## src/rtl/mlfq_pkg.sv

```systemverilog
package mlfq_pkg;

   // Task slot states.
   typedef enum logic [1:0] {
      ES_UNUSED = 2'd0,
      ES_READY  = 2'd1,
      ES_RUN    = 2'd2,
      ES_SLEEP  = 2'd3
   } entry_state_type;

   // Command codes on the request channel.
   typedef enum logic [2:0] {
      CMD_TICK   = 3'd0,
      CMD_CREATE = 3'd1,
      CMD_WAKE   = 3'd2,
      CMD_BLOCK  = 3'd3,
      CMD_EXIT   = 3'd4
   } cmd_type;

   // Broadcast operation applied by every cell in the same cycle.
   typedef enum logic [2:0] {
      CK_NOP    = 3'd0,
      CK_TICK   = 3'd1,
      CK_CREATE = 3'd2,
      CK_WAKE   = 3'd3,
      CK_AGE    = 3'd4,
      CK_RUN    = 3'd5
   } cell_kind_type;

   typedef struct packed {
      cell_kind_type   kind;
      logic            leave;
      entry_state_type leave_state;
      logic            demote;
   } cell_ctl_type;

   typedef enum logic [1:0] {
      SS_IDLE = 2'd0,
      SS_AGE  = 2'd1,
      SS_SCAN = 2'd2,
      SS_DISP = 2'd3
   } sched_state_type;

   localparam int CMD_W      = 3;
   localparam int SLOT_W     = 6;
   localparam int CHAN_W     = 16;
   localparam int OUT_LVL_W  = 3;
   localparam int SLICE_MAX  = 255;
   localparam int CFG_SLICES = 0;
   localparam int CFG_AGES   = 1;
   localparam logic [39:0] SLICE_RESET = 40'h10_0804_0201;
   localparam logic [31:0] AGE_RESET   = 32'h140F_0A05;

endpackage

```

## src/rtl/mlfq_cell.sv

```systemverilog
module mlfq_cell #(
   parameter int INDEX     = 0,
   parameter int LEVELS    = 5,
   parameter int TIME_BITS = 32,
   parameter int IDX_W     = 6,
   parameter int LVL_W     = 3
) (
   input  logic                       clock,
   input  logic                       reset,
   input  mlfq_pkg::cell_ctl_type     ctl,
   input  logic [IDX_W-1:0]           target,
   input  logic [TIME_BITS-1:0]       now,
   input  logic [mlfq_pkg::CHAN_W-1:0] chan,
   input  logic [7:0]                 age_tbl [LEVELS],
   input  logic                       cin_valid,
   input  logic [IDX_W-1:0]           cin_idx,
   input  logic [LVL_W-1:0]           cin_lvl,
   input  logic [TIME_BITS-1:0]       cin_key,
   output logic                       cout_valid,
   output logic [IDX_W-1:0]           cout_idx,
   output logic [LVL_W-1:0]           cout_lvl,
   output logic [TIME_BITS-1:0]       cout_key,
   output logic                       unused
);

   mlfq_pkg::entry_state_type st_ff, st_in;
   logic [LVL_W-1:0]           lvl_ff, lvl_in;
   logic [TIME_BITS-1:0]       ct_ff, ct_in, lr_ff, lr_in, key, age_gap;
   logic [mlfq_pkg::CHAN_W-1:0] tag_ff, tag_in;
   logic                       hit, better;
   logic                       cv_ff;
   logic [IDX_W-1:0]           ci_ff;
   logic [LVL_W-1:0]           cl_ff;
   logic [TIME_BITS-1:0]       ck_ff;

   assign hit     = (target == IDX_W'(INDEX));
   assign age_gap = now - lr_ff;
   assign unused  = (st_ff == mlfq_pkg::ES_UNUSED);

   always_comb begin
      st_in  = st_ff;
      lvl_in = lvl_ff;
      ct_in  = ct_ff;
      lr_in  = lr_ff;
      tag_in = tag_ff;
      case (ctl.kind)
         mlfq_pkg::CK_TICK: begin
            if (st_ff == mlfq_pkg::ES_SLEEP) lr_in = lr_ff + 1'b1;
         end
         mlfq_pkg::CK_CREATE: begin
            if (hit) begin
               st_in  = mlfq_pkg::ES_READY;
               ct_in  = now;
               lr_in  = now;
               lvl_in = '0;
            end
         end
         mlfq_pkg::CK_WAKE: begin
            if (st_ff == mlfq_pkg::ES_SLEEP && tag_ff == chan) st_in = mlfq_pkg::ES_READY;
         end
         mlfq_pkg::CK_AGE: begin
            if (st_ff == mlfq_pkg::ES_READY && lvl_ff != '0 &&
                age_gap > TIME_BITS'(age_tbl[lvl_ff])) begin
               lvl_in = lvl_ff - 1'b1;
               lr_in  = now;
            end
         end
         mlfq_pkg::CK_RUN: begin
            if (hit) begin
               st_in = mlfq_pkg::ES_RUN;
               lr_in = now;
            end
         end
         default: ;
      endcase
      if (ctl.leave && hit) begin
         st_in = ctl.leave_state;
         if (ctl.leave_state != mlfq_pkg::ES_UNUSED) begin
            if (ctl.demote) lvl_in = lvl_ff + 1'b1;
            lr_in = now;
         end
         if (ctl.leave_state == mlfq_pkg::ES_SLEEP) tag_in = chan;
      end
   end

   // Bottom level orders by last run, the others by creation time.
   assign key    = (lvl_ff == LVL_W'(LEVELS - 1)) ? lr_ff : ct_ff;
   assign better = (st_ff == mlfq_pkg::ES_READY) &&
                   (!cin_valid || lvl_ff < cin_lvl || (lvl_ff == cin_lvl && key < cin_key));

   always_ff @(posedge clock) begin
      if (reset) begin
         st_ff <= mlfq_pkg::ES_UNUSED;
      end else begin
         st_ff <= st_in;
      end
      lvl_ff <= lvl_in;
      ct_ff  <= ct_in;
      lr_ff  <= lr_in;
      tag_ff <= tag_in;
      cv_ff  <= better | cin_valid;
      ci_ff  <= better ? IDX_W'(INDEX) : cin_idx;
      cl_ff  <= better ? lvl_ff : cin_lvl;
      ck_ff  <= better ? key : cin_key;
   end

   assign cout_valid = cv_ff;
   assign cout_idx   = ci_ff;
   assign cout_lvl   = cl_ff;
   assign cout_key   = ck_ff;

endmodule
```

## config.mk

```make
export PLATFORM = sky130hd
export DESIGN_NAME = mlfq_cell
export DESIGN_NICKNAME = d
export VERILOG_FILES = /design/src/rtl/mlfq_pkg.sv /design/src/rtl/mlfq_cell.sv
export SDC_FILE = /design/constraint.sdc
export NUM_CORES = 1
export LEC_CHECK = 0
export ABC_AREA = 1
export ABC_CLOCK_PERIOD_IN_PS = 6770
export BUFFER_PORTS_ARGS = -buffer_cell sky130_fd_sc_hd__buf_2
export CORE_MARGIN = 3
export CORE_UTILIZATION = 30
export CTS_CLUSTER_DIAMETER = 80
export DETAILED_ROUTE_END_ITERATION = 6
export GPL_TIMING_DRIVEN = 0
export PLACE_DENSITY = 0.6
export SKIP_CTS_REPAIR_TIMING = 1
export SLEW_MARGIN = 20
export SYNTH_ARGS = -nofsm -noshare
export SYNTH_HDL_FRONTEND = slang
export SYNTH_SLANG_ARGS = --single-unit
```

## constraint.sdc

```tcl
create_clock -name clock -period 6.77 [get_ports clock]
set_input_delay 0.677 -clock clock [delete_from_list [all_inputs] [get_ports clock]]
set_output_delay 0.677 -clock clock [all_outputs]
set_load 0.1 [all_outputs]
```

==> results of run 1 <==
==> layer usage <==
layer / up-vias / wire, µm / GRT usage
li1: 6267 / - / -
met1: 5567 / 18100 / 0.262
met2: 452 / 18900 / 0.344
met3: 55 / 2900 / 0.0303
met4: 0 / 851 / 0.0631
met5: - / 0 / 0
==> cell usage in the layout, fill, tap and decap left out, drive strengths merged, types with 5 or more instances in the layout <==
master,n
clkinvlp,5
xnor2,7
nand3b,8
xor2,26
o21ai,108
ha,77
nand3,195
a21oi,124
a221o,8
nor4,7
clkinv,16
edfxtp,48
nand4,26
a21boi,6
nand2,562
nor2,90
nor3,23
dfxtp,79
inv,329
a211oi,5
buf,206
clkbuf,61
==> power breakdown <==
| group | switching (mW) | internal (mW) |
|---|---|---|
| sequential | 0.136 | 0.914 |
| clock | 0.366 | 0.501 |
| combinational | 1.75 | 0.799 |
| total | 2.25 | 2.21 |
==> critical path: cells and delay by family, from the launching register on <==
family | cells | cell delay, ps
adder cells (fa/ha/maj) | 2 | 720
flip-flops | 1 | 450
buffers and inverters | 6 | 1850
AO/OA/AOI/OAI | 1 | 350
AND/OR/NAND/NOR | 10 | 1750
==> sequential cells by signal, indices dropped and copies added (netlist names) <==
signal,cells
ct_ff,32
tag_ff,16
lvl_ff,3
cout_idx,6
lr_ff,32
cout_valid,1
cout_lvl,3
cout_key,32
st_ff,2
==> per-stage QoR <==
step | cells | total power [mW]
after detailed placement | 2480 | 3.58
after CTS | 2512 | 4.46
final | 2513 | 4.46
after floorplan | 1824 | 2.88
after global routing | 2513 | 4.88
after global placement | 2479 | 3.54
==> area by class of cell <==
type,count,area [µm²],share of cell area
Sequential cell,127,3020,0.227
Antenna cell,1,2.50,0.000188
Tap cell,468,586,0.0439
Buffer,62,273,0.0205
Timing Repair Buffer,188,956,0.0717
Clock buffer,17,425,0.0319
Inverter,336,1260,0.0946
Multi-Input combinational cell,1299,6680,0.501
Clock inverter,15,121,0.00910
==> kinds of logic after synthesis <==
family | synth area share
fa+ha+maj | 0.0876
flops | 0.269
simple gates | 0.351
compound gates | 0.129
xor+xnor | 0.0257
buf+inv | 0.137
==> how the worst max path moves through the flow <==
stage                           start              endpoint  slack (ps)  depth (start not counted)
floorplan           lvl_ff[0]$_DFF_P_  cout_key[11]$_DFF_P_        3320                         21
global placement    lvl_ff[0]$_DFF_P_  cout_key[28]$_DFF_P_        1550                         19
detailed placement  lvl_ff[1]$_DFF_P_  cout_key[25]$_DFF_P_        1480                         19
CTS                 lvl_ff[0]$_DFF_P_  cout_key[25]$_DFF_P_        1440                         19
global route        lvl_ff[1]$_DFF_P_  cout_key[30]$_DFF_P_        1090                         23
finish              lvl_ff[1]$_DFF_P_  cout_key[25]$_DFF_P_        1550                         19
==> results.md, run 1 <==
- Status: complete, no violations
- Total GRT Usage: 0.201
- CP Class: register to register
- Via count: 12341
- Final hold slack: around 420 ps
- Yosys top cell by area: nand2_1
- CTS Buf Count: 17
- Die span in x: 199 µm
- Fmax: 192 MHz
- Post-Syn Nets: 2047
- Setup TNS: 0 ps
- Largest net degree at the start of global routing: 28
- #FFs+latches synth: ~130
- Final worst path period share: 0.771
- Vias per cell: 4.91
- Slew HR: 0.454
- VDD IR-drop max: between 0.0001 and 0.00015 V
- Max stage delay cell, worst path: clkbuf_1
- Total Nets Final: 2254
- Worst path max stage delay: 500 ps
- Tmin final: around 5200 ps
- Util after Layout: 0.362
- RR Endpoint: cout_key[25]$_DFF_P_
- DP Wirelength: ~33000 µm
- Async SR Flop Fraction: 0
- CP Data Required Time: 7130 ps
- R2R Setup Slk: ~1500 ps
- P_leak: 7.07 nW
- Syn avg cell area: 6.15 µm²
- Clk slew on worst S/H paths: around 60 ps
- Cell-by-cell trace of the critical path: clkbuf_1 > inv_1 > clkbuf_1 > ha_1 > nand2_1 > clkbuf_1 > o21ai_0 > ha_1 > nand4_1 > or3_1 > nor4_1 > nand2_1 > nand4_1 > nand2_1 > nand2_1 > buf_2 > buf_2 > nand2_1 > nand2_1
- DR pass1 iterations: 5
- Post-synth EDFFs: 48
- HP Class: input port to register
- Initial core utilization: 0.305
- Slew @ Worst Pin: 819 ps
- Final Cell Area: between 10000 and 15000 µm²
- Most common cell in the netlist: nand2_1
- RSZ-0062 raised after global routing: false
- Vias in the first global route: 11568
- Final-report hold violation count: 0
- Root cell of the clock tree: clkbuf_16
- Clk_lat worst skew: 430 ps
- Sink Count: between 100 and 150
- Worst r2r path cells: 19
- Area growth syn-to-layout: 18.7%
- Final WL: 40700 µm
- Buffers added on ports: 187
- Setup crit end kind: register
- Synth warn: 0
- DR WL/cell: 16.2 µm
- Arrival time at the worst endpoint: roughly 5600 ps
- Mapped cell area: 11200 µm²
- Critical path's most frequent cell: nand2_1
- Initial antenna violation count: 1
- Distinct cell type count after synthesis: 48
- Grt ovf: 0
- H-Tree Level Count: 4
- Violation count after the first detailed-routing iteration: 1115
- Final Skew: 13.9 ps
- Layout fillers: between 4000 and 5000
- Max Cap Violations: 0
- Final Setup Violations: 0
- Most used DFF post-synth: dfxtp_1
- Hold path start: reset
- PnR worst setup slack: 1550 ps
- Number of routed nets with antenna violations: 0
- Final-report max-slew violation count: 0
- Worst Hold End: st_ff[1]$_SDFFE_PP0P_
- Top cell type's share of synthesized area: 0.187
- Register area share after synthesis: 0.269
- Placed cell area: 12800 µm²
- DRC violations left: 0
- Max FO, Critical Path: 11
- Pwr Density: 335 nW/µm²
- Longest Clk Path Bufs: 2
- Die area: 39800 µm²
- Routability Congestion: 0.946
- Worst hold stages: 2
- Die Y: about 200 µm
- List of most frequent post-synthesis cells: nand2_1, inv_1, nand3_1
- Place WS: 1480 ps
- R2R Path Start: lvl_ff[1]$_DFF_P_
- Share of layout cells above drive strength 1: 0.129
- CP Launch Type: register
- CTS tree: done
- FP Rows: 70
- Core area: 36800 µm²
- Post-synthesis instance total: approximately 1800
- I/O pin total: ~190
- Largest cells by area after synthesis: nand2_1, dfxtp_1, edfxtp_1
- First-pass GRT wire length: 61900 µm
No activity file was read; power rests on OpenSTA's default activity.
==> run 2, diff against run 1 <==
--- a/config.mk
+++ b/config.mk
@@ -6,7 +6,7 @@
 export NUM_CORES = 1
 export LEC_CHECK = 0
 export ABC_AREA = 1
-export ABC_CLOCK_PERIOD_IN_PS = 6770
+export ABC_CLOCK_PERIOD_IN_PS = 4950
 export BUFFER_PORTS_ARGS = -buffer_cell sky130_fd_sc_hd__buf_2
 export CORE_MARGIN = 3
 export CORE_UTILIZATION = 30
==> constraint.sdc (replaced) <==
create_clock -name clock -period 4.95 [get_ports clock]
set_input_delay 0.495 -clock clock [delete_from_list [all_inputs] [get_ports clock]]
set_output_delay 0.495 -clock clock [all_outputs]
set_load 0.1 [all_outputs]
==> results.md, run 2 (synthesis results as in run 1) <==
- Sequential Area: 3020 µm² (unchanged)
- Most common cell after layout, fill and taps aside: nand2_1
- Non-Filler Instances: 2520 (+0.28%)
- CP Launch Type: register
- Slew @ Worst Pin: 815 ps (-3.67 ps)
- Core area: 36800 µm² (unchanged)
- Final-report hold violation count: 0 (unchanged)
- Area growth syn-to-layout: 19.4%
- Final Cell Area: 13400 µm² (+0.57%)
- Vias in the first global route: 11568 (unchanged)
- Final Setup Violations: 0 (unchanged)
- Die area: 39800 µm² (unchanged)
- Vias per cell: 4.91 (about the same)
- Clk slew on worst S/H paths: 60 ps (about the same)
- Longest Clk Path Bufs: 2 (unchanged)
- Setup crit end kind: register
- Initial antenna violation count: 1 (unchanged)
- H-Tree Level Count: 4 (unchanged)
- Status: complete, no violations
- Worst Path Buf+Inv: 6 (unchanged)
- CP top delay family: simple AND/OR/NAND/NOR gates
- Total power: 6.14 mW (+38%)
- Worst path max stage delay: 470 ps (-30 ps)
- CP Data Required Time: 5270 ps (-1860 ps)
- I/O pin total: 188 (unchanged)
- Place WS: -342 ps (-1820 ps)
- CP Class: register to register
- Critical path's most frequent cell: nand2_1
- Sink Count: 127 (unchanged)
- Grt ovf: 0 (unchanged)
- Final WL: 40800 µm (+0.25%)
- Share of layout cells above drive strength 1: 0.137 (+0.00785)
- Placed cells: 2480 (unchanged)
- Layout fillers: 4037 (+0.025%)
- CTS tree: done
- DRC violations left: 0 (unchanged)
- Max stage delay cell, worst path: dfxtp_1
- Final Skew: 14.7 ps (+0.782 ps)
- Total GRT Usage: 0.201 (unchanged)
- Initial core utilization: 0.305 (unchanged)
- First-pass GRT wire length: 61900 µm (unchanged)
- Util after Layout: 0.364 (+0.00207)
- Number of routed nets with antenna violations: 0 (unchanged)
- DP Wirelength: 32900 µm (unchanged)
- Multi-input gate area: 6690 µm² (about the same)
- VDD IR-drop max: 0.000186 V (+38%)
- Final worst path period share: 0.913 (+0.142)
- RSZ-0062 raised after global routing: false
- Final-report max-slew violation count: 0 (unchanged)
- Routability Congestion: 0.946 (unchanged)
- Largest net degree at the start of global routing: 28 (unchanged)
- Max Cap Violations: 0 (unchanged)
- PnR worst setup slack: 428 ps (-1120 ps)
- Root cell of the clock tree: clkbuf_16
- Cell-by-cell trace of the critical path: clkbuf_2 > clkinvlp_4 > buf_4 > ha_1 > nand2_2 > clkbuf_1 > nand2_1 > o21ai_0 > ha_1 > nand2_1 > nor2_1 > a211oi_1 > nor2_1 > nor4_1 > nand4_1 > nand2_1 > nand2_1 > buf_2 > buf_2 > nand2_1 > nand2_1
- Fmax: 221 MHz (+15%)
- Slew HR: 0.456 (+0.00245)
- Clk_lat worst skew: 440 ps (about the same)
- Die Y: 199 µm (unchanged)
- DR pass1 iterations: 5 (unchanged)
- Violation count after the first detailed-routing iteration: 1094 (-1.9%)
- Most frequent cells in the layout: nand2_1, inv_1, buf_2
- Pwr Density: 458 nW/µm² (+37%)
- Placed cell area: 12800 µm² (unchanged)
- Tmin final: 4520 ps (-698 ps)
- Arrival time at the worst endpoint: 4840 ps (-740 ps)
- DR WL/cell: 16.2 µm (about the same)
- Via count: 12383 (+0.34%)
- P_leak: 7.11 nW (+0.66%)
- Max FO, Critical Path: 10 (-1)
- FP Rows: 70 (unchanged)
- Buffers added on ports: 187 (unchanged)
- CTS Buf Count: 17 (unchanged)
- Total Nets Final: 2261 (+0.31%)
- Die span in x: 199 µm (unchanged)
- HP Class: input port to register
## run 2: metrics by stage
step	TNS [ps]	hold WS, ps
after floorplan	0	476
after global placement	-5950	498
after detailed placement	-7800	497
after CTS	-9180	206
after global routing	0	218
final	0	231
## run 2: worst reg2reg max path: cells and delay by family (launching register included)
family	cells	cell delay, ps
and+or+nand+nor	11	1500
AOI/OAI and AO/OA	2	400
adders and majority gates	2	550
DFF	1	470
buffers and inverters	6	1470
## run 2: layout make-up
class,count,area share
multi-input cells,1299,0.499
flip-flops and latches,127,0.225
inverters,336,0.0946
repair buffers,197,0.0763
well taps,468,0.0437
clock buffers,17,0.0317
plain buffers,60,0.0203
clock inverters,15,0.00905
diodes,1,0.000187
## run 2: power breakdown
group	switching, mW	internal (mW)	total, mW	leakage [nW]
Clock	0.503	0.684	1.19	0.256
Combinational	2.40	1.12	3.52	5.76
Sequential	0.188	1.25	1.44	1.09
## run 2: per-layer routing
metal	global-route usage	part of all wire	up-vias
met3	0.0303	0.071	59
met2	0.344	0.46	460
li1	-	-	6288
met5	0	0	-
met4	0.0631	0.021	0
met1	0.262	0.45	5576
## run 2: path summary, 6_finish.rpt
check	start	to	slack (ps)	cells after the start
worst max-delay path	lvl_ff[1]$_DFF_P_	cout_key[25]$_DFF_P_	430	21
worst min-delay path	reset	st_ff[1]$_SDFFE_PP0P_	230	2
worst max register to register	lvl_ff[1]$_DFF_P_	cout_key[25]$_DFF_P_	430	21
worst min register to register	st_ff[1]$_SDFFE_PP0P_	st_ff[1]$_SDFFE_PP0P_	510	2
